$ cat src/hdl/fla_pkg.sv
package fla_pkg;

  localparam int MAX_UNITS    = 4096;
  localparam int LIST_ENTRIES = 16;

  // Field and storage widths
  localparam int ADDR_W = 12;
  localparam int LEN_W  = 13;
  localparam int IDX_W  = $clog2(LIST_ENTRIES);
  localparam int NUM_W  = IDX_W + 1;

  // Actions
  localparam logic ACT_ALLOC = 1'b0;
  localparam logic ACT_FREE  = 1'b1;

  // Result status codes
  localparam logic [1:0] ST_OK            = 2'd0;
  localparam logic [1:0] ST_EXHAUSTED     = 2'd1;
  localparam logic [1:0] ST_NOT_ALLOCATED = 2'd2;
  localparam logic [1:0] ST_FULL          = 2'd3;

  // Index register operations
  localparam logic [2:0] IDX_HOLD  = 3'd0;
  localparam logic [2:0] IDX_CLEAR = 3'd1;
  localparam logic [2:0] IDX_TOP   = 3'd2;
  localparam logic [2:0] IDX_INC   = 3'd3;
  localparam logic [2:0] IDX_DEC   = 3'd4;

  // Configuration register addresses (word index)
  localparam logic REG_POOL_UNITS = 1'b0;

  typedef struct packed {
    logic       load;        // capture the accepted item
    logic [2:0] idx_op;
    logic       first_alloc; // carve from offset 0
    logic       alloc_take;  // take the block at idx
    logic       free_take;   // release the record at idx
    logic       shift_free;  // close the gap in the free list
    logic       shift_used;  // close the gap in the record list
    logic       set_status;
    logic [1:0] status;
    logic       out_load;    // move the result to the output register
  } fla_cmd_t;

  typedef struct packed {
    logic is_free;
    logic cnt_zero;
    logic used_full;
    logic used_empty;
    logic free_empty;
    logic free_full;
    logic first_fits;
    logic fit;
    logic exact_drop;
    logic idx_zero;
    logic last_used;
    logic addr_hit;
    logic merge;
    logic end_free;
    logic end_used;
  } fla_stat_t;

endpackage

$ cat src/hdl/fla_req_if.sv
interface fla_req_if;
  import fla_pkg::*;
  logic              valid;
  logic              ready;
  logic              action;
  logic [LEN_W-1:0]  count;
  logic [ADDR_W-1:0] address;

  modport source (output valid, action, count, address, input ready);
  modport sink   (input valid, action, count, address, output ready);
endinterface

$ cat src/hdl/fla_rsp_if.sv
interface fla_rsp_if;
  import fla_pkg::*;
  logic              valid;
  logic              ready;
  logic [ADDR_W-1:0] block_start;
  logic [1:0]        status;

  modport source (output valid, block_start, status, input ready);
  modport sink   (input valid, block_start, status, output ready);
endinterface

$ cat src/hdl/fla_datapath.sv
module fla_datapath
  import fla_pkg::*;
(
  input  logic              clk_i,
  input  logic              rst_ni,
  input  fla_cmd_t          cmd_i,
  output fla_stat_t         stat_o,
  input  logic [LEN_W-1:0]  pool_units_i,
  input  logic              action_i,
  input  logic [LEN_W-1:0]  count_i,
  input  logic [ADDR_W-1:0] address_i,
  output logic [ADDR_W-1:0] block_start_o,
  output logic [1:0]        status_o
);

  // Free list (start may reach the pool size, so it keeps the full length width)
  logic [LEN_W-1:0]  fs_q [LIST_ENTRIES];
  logic [LEN_W-1:0]  fl_q [LIST_ENTRIES];
  logic [NUM_W-1:0]  fe_q;
  // Allocation records
  logic [ADDR_W-1:0] us_q [LIST_ENTRIES];
  logic [LEN_W-1:0]  ul_q [LIST_ENTRIES];
  logic [NUM_W-1:0]  ue_q;

  logic              act_q;
  logic [LEN_W-1:0]  cnt_q;
  logic [ADDR_W-1:0] addr_q;
  logic [NUM_W-1:0]  idx_q;
  logic [ADDR_W-1:0] res_start_q;
  logic [1:0]        res_status_q;
  logic [ADDR_W-1:0] out_start_q;
  logic [1:0]        out_status_q;

  logic [IDX_W-1:0]  ix;
  logic [IDX_W-1:0]  ix_prev;
  logic [IDX_W-1:0]  fe_ix;
  logic [IDX_W-1:0]  ue_ix;
  logic [LEN_W-1:0]  pool;
  logic [LEN_W-1:0]  cur_fs;
  logic [LEN_W-1:0]  cur_fl;
  logic [ADDR_W-1:0] cur_us;
  logic [LEN_W-1:0]  cur_ul;
  logic [LEN_W-1:0]  rec_end;

  assign ix      = idx_q[IDX_W-1:0];
  assign ix_prev = ix - 1'b1;
  assign fe_ix   = fe_q[IDX_W-1:0];
  assign ue_ix   = ue_q[IDX_W-1:0];
  assign pool    = (pool_units_i > LEN_W'(MAX_UNITS)) ? LEN_W'(MAX_UNITS) : pool_units_i;
  assign cur_fs  = fs_q[ix];
  assign cur_fl  = fl_q[ix];
  assign cur_us  = us_q[ix];
  assign cur_ul  = ul_q[ix];
  assign rec_end = {1'b0, cur_us} + cur_ul;

  // Status toward the controller
  always_comb begin
    stat_o.is_free    = (act_q == ACT_FREE);
    stat_o.cnt_zero   = (cnt_q == '0);
    stat_o.used_full  = (ue_q == NUM_W'(LIST_ENTRIES));
    stat_o.used_empty = (ue_q == '0);
    stat_o.free_empty = (fe_q == '0);
    stat_o.free_full  = (fe_q == NUM_W'(LIST_ENTRIES));
    stat_o.first_fits = (cnt_q <= pool);
    stat_o.fit        = (cur_fl >= cnt_q);
    stat_o.exact_drop = (fe_q > NUM_W'(1)) && (cur_fl == cnt_q);
    stat_o.idx_zero   = (idx_q == '0);
    stat_o.last_used  = ((idx_q + 1'b1) >= ue_q);
    stat_o.addr_hit   = (cur_us == addr_q);
    stat_o.merge      = (fe_q != '0) && (fs_q[0] == rec_end);
    stat_o.end_free   = (idx_q >= fe_q);
    stat_o.end_used   = (idx_q >= ue_q);
  end

  // Request, index and result registers
  always_ff @(posedge clk_i) begin
    if (cmd_i.load) begin
      act_q       <= action_i;
      cnt_q       <= count_i;
      addr_q      <= address_i;
      res_start_q <= '0;
    end
    if (cmd_i.alloc_take) res_start_q <= cur_fs[ADDR_W-1:0];
    if (cmd_i.set_status) res_status_q <= cmd_i.status;
    case (cmd_i.idx_op)
      IDX_CLEAR: idx_q <= '0;
      IDX_TOP:   idx_q <= fe_q - 1'b1;
      IDX_INC:   idx_q <= idx_q + 1'b1;
      IDX_DEC:   idx_q <= idx_q - 1'b1;
      default:   idx_q <= idx_q;
    endcase
    if (cmd_i.out_load) begin
      out_start_q  <= res_start_q;
      out_status_q <= res_status_q;
    end
  end

  // List contents
  always_ff @(posedge clk_i) begin
    if (cmd_i.first_alloc) begin
      us_q[0] <= '0;
      ul_q[0] <= cnt_q;
      fs_q[0] <= cnt_q;
      fl_q[0] <= pool - cnt_q;
    end
    if (cmd_i.alloc_take) begin
      us_q[ue_ix] <= cur_fs[ADDR_W-1:0];
      ul_q[ue_ix] <= cnt_q;
      if (!stat_o.exact_drop) begin
        fs_q[ix] <= cur_fs + cnt_q;
        fl_q[ix] <= cur_fl - cnt_q;
      end
    end
    if (cmd_i.free_take) begin
      if (stat_o.merge) begin
        fs_q[0] <= {1'b0, cur_us};
        fl_q[0] <= fl_q[0] + cur_ul;
      end else begin
        fs_q[fe_ix] <= {1'b0, cur_us};
        fl_q[fe_ix] <= cur_ul;
      end
    end
    // Move entry idx down by one
    if (cmd_i.shift_free && !stat_o.end_free) begin
      fs_q[ix_prev] <= cur_fs;
      fl_q[ix_prev] <= cur_fl;
    end
    if (cmd_i.shift_used && !stat_o.end_used) begin
      us_q[ix_prev] <= cur_us;
      ul_q[ix_prev] <= cur_ul;
    end
  end

  // Entry counts
  always_ff @(posedge clk_i or negedge rst_ni) begin
    if (!rst_ni) begin
      fe_q <= '0;
      ue_q <= '0;
    end else begin
      if (cmd_i.first_alloc) begin
        fe_q <= NUM_W'(1);
        ue_q <= NUM_W'(1);
      end
      if (cmd_i.alloc_take) ue_q <= ue_q + 1'b1;
      if (cmd_i.free_take && !stat_o.merge) fe_q <= fe_q + 1'b1;
      if (cmd_i.shift_free && stat_o.end_free) fe_q <= fe_q - 1'b1;
      if (cmd_i.shift_used && stat_o.end_used) ue_q <= ue_q - 1'b1;
    end
  end

  assign block_start_o = out_start_q;
  assign status_o      = out_status_q;

  a_free_bound: assert property (@(posedge clk_i) disable iff (!rst_ni)
    fe_q <= NUM_W'(LIST_ENTRIES)) else $error("free list count out of range");
  a_used_bound: assert property (@(posedge clk_i) disable iff (!rst_ni)
    ue_q <= NUM_W'(LIST_ENTRIES)) else $error("record count out of range");
  a_first: assert property (@(posedge clk_i) disable iff (!rst_ni)
    cmd_i.first_alloc |=> (fe_q == NUM_W'(1)) && (ue_q == NUM_W'(1)))
    else $error("first allocation did not set up both lists");

endmodule

$ cat src/hdl/fla_ctrl.sv
module fla_ctrl
  import fla_pkg::*;
(
  input  logic      clk_i,
  input  logic      rst_ni,
  input  logic      in_valid_i,
  output logic      in_ready_o,
  output logic      out_valid_o,
  input  logic      out_ready_i,
  input  fla_stat_t stat_i,
  output fla_cmd_t  cmd_o
);

  localparam logic [2:0] S_IDLE   = 3'd0;
  localparam logic [2:0] S_START  = 3'd1;
  localparam logic [2:0] S_ASRCH  = 3'd2;
  localparam logic [2:0] S_ASHIFT = 3'd3;
  localparam logic [2:0] S_FSRCH  = 3'd4;
  localparam logic [2:0] S_USHIFT = 3'd5;
  localparam logic [2:0] S_DONE   = 3'd6;

  logic [2:0] state_q, state_d;
  logic       ovalid_q, ovalid_d;

  assign in_ready_o  = (state_q == S_IDLE);
  assign out_valid_o = ovalid_q;

  // Sequence one item through search, update and shift
  always_comb begin
    state_d = state_q;
    cmd_o   = '0;
    case (state_q)
      S_IDLE: begin
        if (in_valid_i) begin
          cmd_o.load = 1'b1;
          state_d    = S_START;
        end
      end
      S_START: begin
        if (!stat_i.is_free) begin
          if (stat_i.cnt_zero) begin
            cmd_o.set_status = 1'b1;
            cmd_o.status     = ST_EXHAUSTED;
            state_d          = S_DONE;
          end else if (stat_i.used_full) begin
            cmd_o.set_status = 1'b1;
            cmd_o.status     = ST_FULL;
            state_d          = S_DONE;
          end else if (stat_i.free_empty) begin
            cmd_o.set_status  = 1'b1;
            cmd_o.first_alloc = stat_i.first_fits;
            cmd_o.status      = stat_i.first_fits ? ST_OK : ST_EXHAUSTED;
            state_d           = S_DONE;
          end else begin
            cmd_o.idx_op = IDX_TOP;
            state_d      = S_ASRCH;
          end
        end else if (stat_i.used_empty) begin
          cmd_o.set_status = 1'b1;
          cmd_o.status     = ST_NOT_ALLOCATED;
          state_d          = S_DONE;
        end else begin
          cmd_o.idx_op = IDX_CLEAR;
          state_d      = S_FSRCH;
        end
      end
      S_ASRCH: begin
        if (stat_i.fit) begin
          cmd_o.alloc_take = 1'b1;
          cmd_o.set_status = 1'b1;
          cmd_o.status     = ST_OK;
          cmd_o.idx_op     = IDX_INC;
          state_d          = stat_i.exact_drop ? S_ASHIFT : S_DONE;
        end else if (stat_i.idx_zero) begin
          cmd_o.set_status = 1'b1;
          cmd_o.status     = ST_EXHAUSTED;
          state_d          = S_DONE;
        end else begin
          cmd_o.idx_op = IDX_DEC;
        end
      end
      S_ASHIFT: begin
        cmd_o.shift_free = 1'b1;
        cmd_o.idx_op     = IDX_INC;
        if (stat_i.end_free) state_d = S_DONE;
      end
      S_FSRCH: begin
        if (stat_i.addr_hit) begin
          cmd_o.set_status = 1'b1;
          if (!stat_i.merge && stat_i.free_full) begin
            cmd_o.status = ST_FULL;
            state_d      = S_DONE;
          end else begin
            cmd_o.free_take = 1'b1;
            cmd_o.status    = ST_OK;
            cmd_o.idx_op    = IDX_INC;
            state_d         = S_USHIFT;
          end
        end else if (stat_i.last_used) begin
          cmd_o.set_status = 1'b1;
          cmd_o.status     = ST_NOT_ALLOCATED;
          state_d          = S_DONE;
        end else begin
          cmd_o.idx_op = IDX_INC;
        end
      end
      S_USHIFT: begin
        cmd_o.shift_used = 1'b1;
        cmd_o.idx_op     = IDX_INC;
        if (stat_i.end_used) state_d = S_DONE;
      end
      S_DONE: begin
        if (!ovalid_q || out_ready_i) begin
          cmd_o.out_load = 1'b1;
          state_d        = S_IDLE;
        end
      end
      default: state_d = S_IDLE;
    endcase
  end

  // Output valid: set on load, drop when taken
  always_comb begin
    ovalid_d = ovalid_q;
    if (ovalid_q && out_ready_i) ovalid_d = 1'b0;
    if (cmd_o.out_load) ovalid_d = 1'b1;
  end

  always_ff @(posedge clk_i or negedge rst_ni) begin
    if (!rst_ni) begin
      state_q  <= S_IDLE;
      ovalid_q <= 1'b0;
    end else begin
      state_q  <= state_d;
      ovalid_q <= ovalid_d;
    end
  end

endmodule

$ cat src/hdl/free_list_block_allocator_unit.sv
// An item decided in the start state goes straight to the done state; a list search may be
// followed by a shift that closes a gap before the result is loaded for output.
// Throughput: one item at a time; the search and shift walk one list entry per cycle.
// Reset: asynchronous, active low; both lists empty, pool_units = 256.
module free_list_block_allocator_unit
  import fla_pkg::*;
(
  input  logic        clk_i,
  input  logic        rst_ni,
  fla_req_if.sink     req,
  fla_rsp_if.source   rsp,
  input  logic        psel,
  input  logic        penable,
  input  logic        pwrite,
  input  logic [2:0]  paddr,
  input  logic [31:0] pwdata,
  output logic [31:0] prdata,
  output logic        pready
);

  logic [LEN_W-1:0] pool_units_q;
  fla_cmd_t         cmd;
  fla_stat_t        stat;

  // Configuration register
  assign pready = 1'b1;
  assign prdata = (paddr[2] == REG_POOL_UNITS) ? {{(32-LEN_W){1'b0}}, pool_units_q} : '0;

  always_ff @(posedge clk_i or negedge rst_ni) begin
    if (!rst_ni) begin
      pool_units_q <= LEN_W'(256);
    end else if (psel && penable && pwrite && paddr[2] == REG_POOL_UNITS) begin
      pool_units_q <= pwdata[LEN_W-1:0];
    end
  end

  fla_ctrl u_ctrl (
    .clk_i       (clk_i),
    .rst_ni      (rst_ni),
    .in_valid_i  (req.valid),
    .in_ready_o  (req.ready),
    .out_valid_o (rsp.valid),
    .out_ready_i (rsp.ready),
    .stat_i      (stat),
    .cmd_o       (cmd)
  );

  fla_datapath u_dp (
    .clk_i         (clk_i),
    .rst_ni        (rst_ni),
    .cmd_i         (cmd),
    .stat_o        (stat),
    .pool_units_i  (pool_units_q),
    .action_i      (req.action),
    .count_i       (req.count),
    .address_i     (req.address),
    .block_start_o (rsp.block_start),
    .status_o      (rsp.status)
  );

endmodule
$ cat src/flat_wrapper.sv
// flat-port wrapper written by rule: the top's interface ports become plain ports
module free_list_block_allocator_unit_flat import fla_pkg::*;
  (clk_i, rst_ni, psel, penable, pwrite, paddr, pwdata, prdata, pready, req_valid, req_action, req_count, req_address, req_ready, rsp_valid, rsp_block_start, rsp_status, rsp_ready);
  fla_req_if req_i ();
  fla_rsp_if rsp_i ();
  input  logic clk_i;
  input  logic rst_ni;
  input  logic psel;
  input  logic penable;
  input  logic pwrite;
  input  logic [2:0] paddr;
  input  logic [31:0] pwdata;
  output logic [31:0] prdata;
  output logic pready;
  input wire logic [$bits(req_i.valid)-1:0] req_valid;
  input wire logic [$bits(req_i.action)-1:0] req_action;
  input wire logic [$bits(req_i.count)-1:0] req_count;
  input wire logic [$bits(req_i.address)-1:0] req_address;
  output wire logic [$bits(req_i.ready)-1:0] req_ready;
  output wire logic [$bits(rsp_i.valid)-1:0] rsp_valid;
  output wire logic [$bits(rsp_i.block_start)-1:0] rsp_block_start;
  output wire logic [$bits(rsp_i.status)-1:0] rsp_status;
  input wire logic [$bits(rsp_i.ready)-1:0] rsp_ready;
  assign req_i.valid = req_valid;
  assign req_i.action = req_action;
  assign req_i.count = req_count;
  assign req_i.address = req_address;
  assign req_ready = req_i.ready;
  assign rsp_valid = rsp_i.valid;
  assign rsp_block_start = rsp_i.block_start;
  assign rsp_status = rsp_i.status;
  assign rsp_i.ready = rsp_ready;
  free_list_block_allocator_unit u_core (.clk_i(clk_i), .rst_ni(rst_ni), .req(req_i), .rsp(rsp_i), .psel(psel), .penable(penable), .pwrite(pwrite), .paddr(paddr), .pwdata(pwdata), .prdata(prdata), .pready(pready));
endmodule
$ cat config.mk
export PLATFORM = sky130hd
export DESIGN_NAME = free_list_block_allocator_unit_flat
export DESIGN_NICKNAME = d
export VERILOG_FILES = /design/src/hdl/fla_pkg.sv /design/src/hdl/fla_req_if.sv /design/src/hdl/fla_rsp_if.sv /design/src/hdl/fla_datapath.sv /design/src/hdl/fla_ctrl.sv /design/src/hdl/free_list_block_allocator_unit.sv /design/src/flat_wrapper.sv
export SDC_FILE = /design/constraint.sdc
export NUM_CORES = 1
export LEC_CHECK = 0
export ABC_AREA = 1
export BUFFER_PORTS_ARGS = -buffer_cell sky130_fd_sc_hd__buf_2
export CORE_AREA = 2 2 320 227
export DETAILED_ROUTE_END_ITERATION = 8
export DIE_AREA = 0 0 322 229
export PLACE_DENSITY_LB_ADDON = 0.2
export SLEW_MARGIN = 20
export SYNTH_ARGS = -nofsm -noshare
export SYNTH_HDL_FRONTEND = slang
export SYNTH_SLANG_ARGS = --single-unit
$ cat constraint.sdc
create_clock -name clk_i -period 20.4 [get_ports clk_i]
set_clock_uncertainty 0.2 [all_clocks]
set_input_delay 2.04 -clock clk_i [delete_from_list [all_inputs] [get_ports clk_i]]
set_output_delay 2.04 -clock clk_i [all_outputs]
set_load 0.05 [all_outputs]
==> summary.md <==
| Metric | Value |
|---|---|
| Status | `completed` |
| Top cell type's share of synthesized area | `a little under two thirds` |
| Post-cts resize count | `0` |
| GR Overflow Total | `0` |
| CORE AREA | `around 71,000 um2` |
| Die H | `229 um` |
| Drt initial violations | `4,180` |
| Mapped Cells | `roughly 3.8k` |
| Final setup violating endpoints | `0` |
| Max Clk Rate | `approximately 130 MHz` |
| Top cells by count, synth | `edfxtp_1 (875), nand2_1 (649), nor2_1 (481), o21ai_0 (416), inv_1 (276)` |
| Startpoint types | `flip-flop` |
| Crit path kind | `flip-flop to flip-flop` |
| Largest net degree at the start of global routing | `between 150 and 200` |
| Area occupied by multi-input gates | `12,500 um2` |
| Area Growth Syn to Fin | `9.85%` |
| DP HPWL | `a little under 70,000 um` |
| GPL Wtd Cong | `roughly 1.0` |
| ANT cells | `0` |
| Most frequent CP cell | `nand2_1` |
| Largest stage delay, worst path | `approximately 940 ps` |
| Sequential share of the synthesized area | `65.3%` |
| WP buf/inv | `3` |
| Drt drc | `0` |
| Final core utilization | `64.2%` |
| Post-synth ARST share | `2.98%` |
| Mapped cell area | `41,400 um2` |
| Crit path max-delay family | `simple AND/OR/NAND/NOR gates` |
| GRT Overall Usage | `a little under a third` |
| Max Slew Vio Count | `0` |
| DRT antenna net count | `0` |
| Root buffer cell | `clkbuf_16` |
| Via density | `6.12` |
| CTS tree | `built` |
| H-Tree Depth | `3` |
| RSZ-0062 raised after global routing | `false` |
| Fin Setup TNS | `0 ps` |
| Post-Synth Simple-Gate Area | `roughly 14%` |
| Syn. warnings | `0` |
| Most common flop cell mapped by yosys | `edfxtp_1` |
| Slowest stage cell, crit path | `nor2_4` |
| Final nets | `between 3k and 4k` |
| Crit path max fanout | `185` |
| Initial core utilization | `58.5%` |
| # fillers | `between 5k and 6k` |
| Synth Area in XOR/XNOR | `~1.4%` |
| Row cnt | `82` |
| I/O Buffers | `75` |
| Max-slew headroom | `between 20 and 25%` |
| Die W | `between 300 and 400 um` |
| Worst EP required | `about 20,000 ps` |
| Worst EP arrival | `~8000 ps` |
| MaxCap Viol Count | `0` |
| Fin crit period | `7940 ps` |
| Hold WS | `215 ps` |
| Initial antenna violation count | `3` |
| First-pass GRT wire length | `167,000 um` |
| Clock latency on the worst-skew pair | `between 600 and 700 ps` |
| VDD IR max | `slightly above 0.09 mV` |
| Synth Area in Compound Gates | `11.0%` |
| WL final | `about 110,000 um` |
| Layout cells sized above 1 | `roughly 9.0%` |
| Top-count cell post-synth | `edfxtp_1` |
| Fin crit share | `between 30% and 40%` |
| CP endpoint kind | `flip-flop` |
| Power Dens Cells | `approximately 180 nW/um2` |
| CP cell instances | `clkinv_8 -> buf_12 -> buf_4 -> o21ai_0 -> o221ai_1 -> nand3_1 -> nand2_1 -> ha_1 -> nand2_1 -> o21ai_0 -> nand2_1 -> nand2_1 -> nand2_1 -> nand2_1 -> nand4_1 -> o211ai_1 -> nand2_1 -> o22ai_1 -> nand2_1 -> nor2_4` |
| Register area | `around 27,000 um2` |
| Worst-path clk slew | `about 60 ps` |
| Synth Area in Adders | `under 10%` |
| Die ar. | `73,700 um2` |
| Pre-antenna DRT Iters | `6` |
| Drt wl/cell | `about 23 um` |
| Largest family of logic cells by synthesized area | `simple AND/OR/NAND/NOR gates` |
| Top cell type by total area after synthesis | `edfxtp_1` |
| Multiplexer share of the synthesized area | `0%` |
| Vias after detailed routing | `slightly below 30k` |
| Fin worst setup slack | `around 12,000 ps` |
| Bufs on Longest Clock Path | `3` |
| CTS Buf Count | `84` |
| Fin. Hold Viols | `0` |
| Vias in the first global route | `roughly 27k` |
| Post-CTS Hold Fix Bufs | `0` |
| P_leak | `roughly 17 nW` |
| Area contributors post-synth | `edfxtp_1 (63%), nand2_1 (5.9%), o21ai_0 (5.0%), nor2_1 (4.4%), nand3_1 (2.6%)` |
| Hold/Removal Path Class | `flip-flop to flip-flop` |
| Synthesized flop and latch total | `between 900 and 1k` |
| Avg Cell Area, Syn | `approximately 11 um2` |
| Synth cell types | `57` |
| Clock Sinks | `between 900 and 1k` |
| Worst Tran Pin Value | `about 1200 ps` |
| Pwr Total | `roughly 8 mW` |
| IO Pins | `117` |
| Worst slack, placed | `between 10,000 and 15,000 ps` |
| Number of synthesized flops with an enable pin | `between 800 and 900` |
| Post-CTS Setup Bufs | `0` |
placed cells by master, fill, tap and decap left out, types with 22 or more instances in the layout:
master,instances
xor2_1,41
edfxtp_1,875
buf_2,75
nand4_1,26
o221ai_1,118
o211ai_1,64
clkbuf_16,84
o22ai_1,41
nand2_1,649
nor2_4,32
a21oi_1,82
nand3_1,212
clkinv_1,22
xnor2_1,25
dfrtp_1,26
o21ai_0,414
ha_1,84
inv_1,274
nor2_1,448
buf_4,56
final cells by class:
class                   instances  share of cell area, %
inverters                     292                   2.45
clock buffers                  99                   4.75
repair buffers                139                   2.15
clock inverters                50                   1.06
well taps                     924                   2.54
flip-flops and latches        906                   59.5
multi-input cells            2368                   27.6
worst register-to-register path, stage by stage (launching register included):
cell and delay [ps]:
dfxtp_4 710, clkinv_8 550, buf_12 520, buf_4 510
o21ai_0 290, o221ai_1 140, nand3_1 160, nand2_1 140
ha_1 410, nand2_1 70, o21ai_0 260, nand2_1 120
nand2_1 130, nand2_1 70, nand2_1 110, nand4_1 180
o211ai_1 410, nand2_1 710, o22ai_1 540, nand2_1 350
nor2_4 940
cell families (layout without fill, tap and decap cells):
logic type	Yosys count	count (layout)
simple gates	1430	1430
fa+ha+maj	89	89
xor+xnor	66	66
other cells	2	20
flops	906	906
buf+inv	506	580
compound gates	763	763
worst paths after layout:
kind,slack [ps],endpoint,cells past startpoint,start
max,12460,u_core.u_dp.ul_q[11][5],20,flip-flop
min,220,u_core.u_dp.block_start_o[3],0,u_core.u_dp.res_start_q[3]
max reg2reg,12460,u_core.u_dp.ul_q[11][5],20,flip-flop
min reg2reg,220,u_core.u_dp.block_start_o[3],0,u_core.u_dp.res_start_q[3]
max in group asynchronous,18360,u_core.pool_units_q[7],1,rst_ni
min in group asynchronous,1220,u_core.u_ctrl.out_valid_o,1,rst_ni
per-stage QoR:
stage	area [um2]	instances
2_1_floorplan	41500	3780
3_3_place_gp	42700	4623
3_5_place_dp	42700	4624
4_1_cts	45300	4773
5_1_grt	45500	4778
6_report	45500	4778
state kept, by name, summed over array words and instances, names as in the netlist, named ones only:
register	flops
u_core.pool_units_q	13
u_core.u_dp.ul_q	208
u_core.u_dp.status_o	2
u_core.u_dp.us_q	192
u_core.u_dp.idx_q	5
u_core.u_dp.ue_q	5
u_core.u_dp.fs_q	208
u_core.u_dp.res_status_q	2
u_core.u_dp.addr_q	12
u_core.u_dp.block_start_o	12
u_core.u_dp.fl_q	208
u_core.u_dp.cnt_q	13
u_core.u_dp.res_start_q	12
u_core.u_dp.act_q	1
u_core.u_ctrl.state_q	3
u_core.u_ctrl.out_valid_o	1
u_core.u_dp.fe_q	5
where the power goes:
part,total (mW),switching (mW),leakage (nW),internal [mW]
Clock,1.55,0.679,1.29,0.870
Combinational,3.75,2.70,7.27,1.05
Sequential,2.79,0.159,8.30,2.63
metal layers:
metal	GRT usage [%]	share of wire, %	up-vias
met1	48.3	44	14000
met4	8.81	2.8	2
li1	-	-	13400
met3	7.25	12	211
met2	41.4	41	1663
met5	0	0.012	-
(Power assumes the default switching activity.)
